## src/design/stc_pkg.sv

```systemverilog
// Package for the space-to-tab compressor: tab stop, character codes,
// sequencer states and the per-transaction plan struct.
// No dependencies; stc_plan and the top level import it.
package stc_pkg;

   localparam int TAB_STOP = 8;
   localparam int COL_W    = $clog2(TAB_STOP);
   localparam int CNT_W    = $clog2(TAB_STOP + 1);

   localparam logic [CNT_W-1:0] TAB_STOP_CNT = CNT_W'(TAB_STOP);

   localparam logic [7:0] CH_TEXT_CTRL_LO = 8'h08;
   localparam logic [7:0] CH_TEXT_CTRL_HI = 8'h0D;
   localparam logic [7:0] CH_TEXT_LO      = 8'h20;
   localparam logic [7:0] CH_TEXT_HI      = 8'h7E;
   localparam logic [7:0] CH_TAB          = 8'h09;
   localparam logic [7:0] CH_NL           = 8'h0A;
   localparam logic [7:0] CH_SPACE        = 8'h20;

   typedef enum logic [0:0] {
      ST_IDLE,
      ST_SEND
   } state_type;

   typedef struct packed {
      logic             valid_char;   // at least one of the two bytes is text
      logic             emit;         // the transaction produces results
      logic [CNT_W-1:0] space_cnt;    // spaces sent ahead of the final byte
      logic [7:0]       final_char;
      logic [COL_W-1:0] col_next;
      logic [COL_W-1:0] pend_next;
   } plan_type;

endpackage

```

## src/design/stc_if.sv

```systemverilog
// Stream interfaces for the request and response channels.
// Depends on nothing; carries valid/ready handshake plus payload.
interface stc_req_if;
   logic       valid;
   logic       ready;
   logic [7:0] next_char;
   logic [7:0] fallback_char;

   modport source (output valid, output next_char, output fallback_char, input ready);
   modport sink   (input valid, input next_char, input fallback_char, output ready);
endinterface

interface stc_rsp_if;
   logic       valid;
   logic       ready;
   logic [7:0] out_char;
   logic       last;

   modport source (output valid, output out_char, output last, input ready);
   modport sink   (input valid, input out_char, input last, output ready);
endinterface

```

## src/design/stc_plan.sv

```systemverilog
// Decodes one request into a plan: how many spaces to send, the final
// byte, and the new column and pending counts. Depends on stc_pkg.
module stc_plan (
   input  logic [7:0]               next_char,
   input  logic [7:0]               fallback_char,
   input  logic [stc_pkg::COL_W-1:0] column,
   input  logic [stc_pkg::COL_W-1:0] pending,
   output stc_pkg::plan_type        plan
);
   import stc_pkg::*;

   function automatic logic is_text(input logic [7:0] c);
      is_text = (c >= CH_TEXT_CTRL_LO && c <= CH_TEXT_CTRL_HI) ||
                (c >= CH_TEXT_LO && c <= CH_TEXT_HI);
   endfunction

   logic [7:0]       sel_char;
   logic [CNT_W-1:0] sum;
   logic [CNT_W-1:0] sum_inc;
   logic             at_stop;

   // Column plus pending always stays below the tab stop, so one more
   // column can at most land exactly on the stop.
   assign sum     = CNT_W'(column) + CNT_W'(pending);
   assign sum_inc = sum + CNT_W'(1);
   assign at_stop = (sum_inc == TAB_STOP_CNT);

   always_comb begin
      plan.valid_char = 1'b1;
      if (is_text(next_char)) begin
         sel_char = next_char;
      end else if (is_text(fallback_char)) begin
         sel_char = fallback_char;
      end else begin
         sel_char        = next_char;
         plan.valid_char = 1'b0;
      end

      plan.emit       = plan.valid_char;
      plan.space_cnt  = '0;
      plan.final_char = sel_char;
      plan.col_next   = '0;
      plan.pend_next  = '0;

      if (!plan.valid_char) begin
         plan.col_next  = column;
         plan.pend_next = pending;
      end else if (sel_char == CH_SPACE) begin
         if (at_stop) begin
            plan.final_char = CH_TAB;
         end else begin
            plan.emit      = 1'b0;
            plan.col_next  = column;
            plan.pend_next = pending + COL_W'(1);
         end
      end else if (sel_char == CH_NL) begin
         plan.final_char = CH_NL;
      end else if (sel_char == CH_TAB) begin
         plan.space_cnt  = TAB_STOP_CNT - sum;
         plan.final_char = CH_TAB;
      end else begin
         plan.space_cnt = CNT_W'(pending);
         plan.col_next  = at_stop ? '0 : sum_inc[COL_W-1:0];
      end
   end

endmodule

```

## src/design/space_to_tab_compress_stream.sv

```systemverilog
// Top level of the space-to-tab compressor: sequencer, counters and the
// response register. Depends on stc_pkg, stc_if and stc_plan.
//
//   Channel   Direction  Payload                       Handshake
//   req_bus   in         next_char[7:0], fallback_char  valid/ready
//   rsp_bus   out        out_char[7:0], last            valid/ready
//
// A request is taken while idle; its results then go out on the response side,
// spaces first and final byte last, and no new request is taken until the last is accepted.
// The down counter that meters the spaces of a run is the shared unit.
// Requests that produce no result (held spaces, no text) leave the sequencer idle.
// Reset is synchronous and clears the column, pending count, space counter and sequencer.
// Ready is high only while idle; a stalled response simply holds.
module space_to_tab_compress_stream (
   input logic clock,
   input logic reset,
   stc_req_if.sink   req_bus,
   stc_rsp_if.source rsp_bus
);
   import stc_pkg::*;

   state_type        state_ff, state_in;
   logic [COL_W-1:0] col_ff, col_in;
   logic [COL_W-1:0] pend_ff, pend_in;
   logic [CNT_W-1:0] cnt_ff, cnt_in;
   logic [7:0]       final_ff, final_in;

   plan_type plan;
   logic     req_fire;
   logic     rsp_fire;

   stc_plan u_plan (
      .next_char     (req_bus.next_char),
      .fallback_char (req_bus.fallback_char),
      .column        (col_ff),
      .pending       (pend_ff),
      .plan          (plan)
   );

   assign req_fire = req_bus.valid && req_bus.ready;
   assign rsp_fire = rsp_bus.valid && rsp_bus.ready;

   // Next state.
   always_comb begin
      state_in = state_ff;
      case (state_ff)
         ST_IDLE: begin
            if (req_fire && plan.emit) state_in = ST_SEND;
         end
         ST_SEND: begin
            if (rsp_fire && cnt_ff == '0) state_in = ST_IDLE;
         end
         default: state_in = ST_IDLE;
      endcase
   end

   // Outputs and datapath updates.
   always_comb begin
      req_bus.ready    = 1'b0;
      rsp_bus.valid    = 1'b0;
      rsp_bus.out_char = (cnt_ff != '0) ? CH_SPACE : final_ff;
      rsp_bus.last     = (cnt_ff == '0);
      col_in           = col_ff;
      pend_in          = pend_ff;
      cnt_in           = cnt_ff;
      final_in         = final_ff;
      case (state_ff)
         ST_IDLE: begin
            req_bus.ready = 1'b1;
            if (req_fire) begin
               col_in   = plan.col_next;
               pend_in  = plan.pend_next;
               cnt_in   = plan.space_cnt;
               final_in = plan.final_char;
            end
         end
         ST_SEND: begin
            rsp_bus.valid = 1'b1;
            if (rsp_fire && cnt_ff != '0) cnt_in = cnt_ff - CNT_W'(1);
         end
         default: ;
      endcase
   end

   always_ff @(posedge clock) begin
      if (reset) begin
         state_ff <= ST_IDLE;
         col_ff   <= '0;
         pend_ff  <= '0;
         cnt_ff   <= '0;
      end else begin
         state_ff <= state_in;
         col_ff   <= col_in;
         pend_ff  <= pend_in;
         cnt_ff   <= cnt_in;
      end
   end

   always_ff @(posedge clock) begin
      final_ff <= final_in;
   end

   // A response never overlaps acceptance of a new request.
   a_no_overlap: assert property (@(posedge clock) disable iff (reset)
      !(rsp_bus.valid && req_bus.ready))
      else $error("response valid while request ready");

   // Held spaces plus column never reach the tab stop.
   a_pend_bound: assert property (@(posedge clock) disable iff (reset)
      (CNT_W'(col_ff) + CNT_W'(pend_ff)) < TAB_STOP_CNT)
      else $error("pending spaces overrun the tab stop");

   // A space taken mid-run keeps the sequencer sending.
   a_run_continues: assert property (@(posedge clock) disable iff (reset)
      (rsp_fire && !rsp_bus.last) |=> rsp_bus.valid)
      else $error("space run cut short");

   // Taking the last result returns the block to ready.
   a_last_idle: assert property (@(posedge clock) disable iff (reset)
      (rsp_fire && rsp_bus.last) |=> req_bus.ready)
      else $error("not ready after final result");

   // A run of spaces never exceeds the tab stop.
   a_cnt_bound: assert property (@(posedge clock) disable iff (reset)
      cnt_ff <= TAB_STOP_CNT)
      else $error("space count out of range");

endmodule
```

## src/flat_wrapper.sv

```systemverilog
// flat-port wrapper written by rule: the top's interface ports become plain ports
module space_to_tab_compress_stream_flat import stc_pkg::*;
  (clock, reset, req_bus_valid, req_bus_next_char, req_bus_fallback_char, req_bus_ready, rsp_bus_valid, rsp_bus_out_char, rsp_bus_last, rsp_bus_ready);
  stc_req_if req_bus_i ();
  stc_rsp_if rsp_bus_i ();
  input logic clock;
  input logic reset;
  input wire logic [$bits(req_bus_i.valid)-1:0] req_bus_valid;
  input wire logic [$bits(req_bus_i.next_char)-1:0] req_bus_next_char;
  input wire logic [$bits(req_bus_i.fallback_char)-1:0] req_bus_fallback_char;
  output wire logic [$bits(req_bus_i.ready)-1:0] req_bus_ready;
  output wire logic [$bits(rsp_bus_i.valid)-1:0] rsp_bus_valid;
  output wire logic [$bits(rsp_bus_i.out_char)-1:0] rsp_bus_out_char;
  output wire logic [$bits(rsp_bus_i.last)-1:0] rsp_bus_last;
  input wire logic [$bits(rsp_bus_i.ready)-1:0] rsp_bus_ready;
  assign req_bus_i.valid = req_bus_valid;
  assign req_bus_i.next_char = req_bus_next_char;
  assign req_bus_i.fallback_char = req_bus_fallback_char;
  assign req_bus_ready = req_bus_i.ready;
  assign rsp_bus_valid = rsp_bus_i.valid;
  assign rsp_bus_out_char = rsp_bus_i.out_char;
  assign rsp_bus_last = rsp_bus_i.last;
  assign rsp_bus_i.ready = rsp_bus_ready;
  space_to_tab_compress_stream u_core (.clock(clock), .reset(reset), .req_bus(req_bus_i), .rsp_bus(rsp_bus_i));
endmodule
```

## config.mk

```make
export PLATFORM = sky130hd
export DESIGN_NAME = space_to_tab_compress_stream_flat
export DESIGN_NICKNAME = d
export VERILOG_FILES = /design/src/design/stc_pkg.sv /design/src/design/stc_if.sv /design/src/design/stc_plan.sv /design/src/design/space_to_tab_compress_stream.sv /design/src/flat_wrapper.sv
export SDC_FILE = /design/constraint.sdc
export NUM_CORES = 1
export LEC_CHECK = 0
export BUFFER_PORTS_ARGS = -buffer_cell sky130_fd_sc_hd__clkbuf_2
export CAP_MARGIN = 20
export CORE_MARGIN = 10
export CORE_UTILIZATION = 40
export CTS_CLUSTER_SIZE = 10
export DETAILED_ROUTE_END_ITERATION = 12
export GPL_TIMING_DRIVEN = 0
export PLACE_DENSITY = 0.66
export SYNTH_ARGS = -nofsm -noshare
export SYNTH_HDL_FRONTEND = slang
export SYNTH_SLANG_ARGS = --single-unit
```

## constraint.sdc

```tcl
create_clock -name clock -period 2.15 [get_ports clock]
set_input_delay 0.1075 -clock clock [delete_from_list [all_inputs] [get_ports clock]]
set_output_delay 0.1075 -clock clock [all_outputs]
set_load 0.03 [all_outputs]
```

==> metrics <==
status finished with violations; failing checks negative setup slack; clock skew 0.00523 ns; global-route wire length before repair 6400 um; vias in the first global route 1,431; hold-fix buffers at CTS 0; Synth Area in Simple Gates 0.265; post-placement cell area 1740 sq um; Final Util 0.530; PnR worst setup slack -0.0645 ns; Max Clk Rate 0.452 GHz; Post-synth top flop dfxtp_1; Die Footprint 6600 sq um; buffers and inverters on the worst path 1; Least-Margin Pin Slew 0.629 ns; delay-heaviest family, CP adder cells; CTS root buffer clkbuf_8; core box area 3630 sq um; Vias/cell 5.27; final hold violation count 0; Peak VDD IR 0.245 mV; Ports 31; clock latency on the worst-skew pair 0.25 ns; PD cells 551 nW/um^2; Hold Path Class in2reg; synthesized flop and latch total 19; Post-synth EDFFs 8; Design Area, Final 1920 sq um; Synth cell types 50; worst r2r src u_core.pend_ff[0]$_SDFFE_PP0P_; # diodes 0; Avg Cell Area, Syn 8.61 sq um; Critical Path Stages 9; adder-cell share of the synthesized area 0.0801; Worst EP arrival 2.36 ns; crit path time final 2.21 ns; post-synthesis mux area share 0.0134; crit-path most repeated cell ha_4; Critical path origin u_core.pend_ff[0]$_SDFFE_PP0P_; main combinational cell family by area after synthesis simple AND/OR/NAND/NOR gates; row count 22; crit path kind reg2reg; sequential-to-total area share from yosys stat 0.307; Worst Setup EP u_core.state_ff$_SDFF_PP0_; Min Hold Slack 0.108 ns; switching portion of total power 0.346; Num CTS Buffers 3; Mapped Nets 203; Finish-stage setup viols 10; half-perimeter wire length after placement 2970 um; Remaining DRCs 0; total wire length 3730 um; Initial DRC Count 106; CP max stage cell fa_2; First-pass DRT Iterations 4; Die Width 81.2 um; post-synthesis cell count 174; die height 81.2 um; Comb power frac 0.380; YS warnings 0; R2R Setup Slk -0.06 ns; power share of the clock group 0.221; RePlAce Congestion 0.859; grt total ovfl 0; critical path endpoint category flip-flop; sequential power share 0.399; layout cells sized above 1 0.315; Initial Util 0.413; setup TNS -0.545 ns; Pleak 0.000754 uW; ys async rst share 0; Clock Sinks 19; Clock H-tree levels 1; R2R depth 9; XOR/XNOR Fraction of Synth Area 0.0409; most common cell after layout, fill and taps aside clkbuf_2; Int Power 693 uW; Worst Path Max Fanout 4; R2R Path End u_core.state_ff$_SDFF_PP0_; CTS tree done; DR vias 1,375; pin count of the biggest net entering global routing 11; I/O Buffers 29; crit share post-route 1.03; post-synthesis compound-gate area fraction 0.251; relative slew slack 0.581; remaining antenna violation count 0; clock buffer depth 2; Layout area overhead 28.4%; Worst Setup Start Kind flip-flop; synthesized area 1500 sq um; Power Total 1060 uW; GRT Util Overall 0.118; commonest cells after routing, fill and taps aside clkbuf_2 (29), nand2_1 (20), and2_1 (14); RSZ-0062 raised after global routing yes; Max Cap Viol 0; switching pwr 367 uW; worst endpoint required time 2.30 ns; Cell Chain, Critical Path ha_4, fa_2, ha_4, nor4b_4, a41oi_2, o221ai_2, buf_4, a21oi_1, nor2_1; post-DR wirelength/cell 14.3 um; Max Transition Viols Final 0; NumNets Final 243; CP peak stage delay 0.62 ns; Worst-path clk slew 0.07 ns; initial antenna violation count 0
final cells by class:
| class | count | area (sq um) |
|---|---|---|
| timing repair buffer | 35 | 190 |
| multi-input combinational | 140 | 1100 |
| buffer | 3 | 18.8 |
| sequential | 19 | 467 |
| clock buffer | 4 | 45.0 |
| inverter | 12 | 45.0 |
| tap | 48 | 60.1 |
| fill | 359 | 1710 |
stage by stage:
stage / instances / worst slack [ns]
6_report: 261 / -0.0645
5_1_grt: 261 / -0.149
4_1_cts: 258 / -0.131
3_5_place_dp: 251 / -0.174
3_3_place_gp: 251 / -0.172
2_1_floorplan: 174 / 0.0240
worst min-delay path by stage:
stage | slack, ns | endpoint | startpoint | depth (start not counted)
after CTS | 0.1 | u_core.pend_ff[0]$_SDFFE_PP0P_ | reset | 2
after global routing | 0.11 | u_core.state_ff$_SDFF_PP0_ | reset | 2
final | 0.11 | u_core.pend_ff[0]$_SDFFE_PP0P_ | reset | 2
after floorplan | 0.28 | u_core.final_ff[1]$_DFFE_PP_ | req_bus_fallback_char[1] | 2
after global placement | 0.37 | u_core.cnt_ff[1]$_SDFFE_PP0P_ | reset | 2
after detailed placement | 0.37 | u_core.cnt_ff[1]$_SDFFE_PP0P_ | reset | 2
power by group through the flow:
stage          Sequential, uW  Combinational (uW)  Clock [uW]
2_1_floorplan             429                 260           0
3_3_place_gp              429                 367           0
3_5_place_dp              430                 369           0
4_1_cts                   422                 397         246
5_1_grt                   425                 445         267
6_report                  422                 402         235
state kept, by name, indices dropped and copies added (netlist names):
name             count
u_core.pend_ff       3
u_core.final_ff      8
u_core.col_ff        3
u_core.state_ff      1
u_core.cnt_ff        4
cell usage after synthesis (all sizes together) (2+ instances only):
cell	instances	area, sq um
nand2	22	85.1
and2	15	95.1
nor2	14	57.6
a21oi	13	65.1
inv	12	45.0
dfxtp	11	220
edfxtp	8	240
ha	8	100
nor3	8	45.0
o21ai	6	30.0
xnor2	4	35.0
a31oi	3	33.8
a32o	3	30.0
nand3	3	15.0
nor3b	3	22.5
nor4	3	18.8
o32ai	3	26.3
xor2	3	26.3
a2111oi	2	42.5
a21o	2	15.0
clkbuf	2	11.3
mux2i	2	20.0
nor4b	2	17.5
o21bai	2	15.0
or3	2	12.5
cells by family (layout without fill, tap and decap cells):
family          after synthesis  after routing
fa+ha+maj                     9              9
compound gates               46             46
buf+inv                      15             54
simple gates                 76             76
xor+xnor                      7              7
mux                           2              2
flops                        19             19
worst register-to-register path: cells and delay by family (launching register included):
kind / cells / cell delay [ns]
flops: 1 / 0.35
buf+inv: 1 / 0.17
compound gates: 3 / 0.54
simple gates: 2 / 0.10
fa+ha+maj: 3 / 0.96
per-layer routing:
layer,up-vias,GRT usage,part of all wire
met5,-,0,0
met4,0,0.0277,0.010
met3,6,0.0254,0.041
met2,28,0.221,0.52
met1,622,0.132,0.43
li1,719,-,-
repair_timing:
item / in CTS / in global routing
setup buffers: 3 / 3
pin swaps: 12 / 5
hold endpoints to repair: 0 / 0
cloned: 0 / 0
resized for setup: 8 / 6
endpoints found under the setup margin: 11 / 12
(Power assumes the default switching activity.)
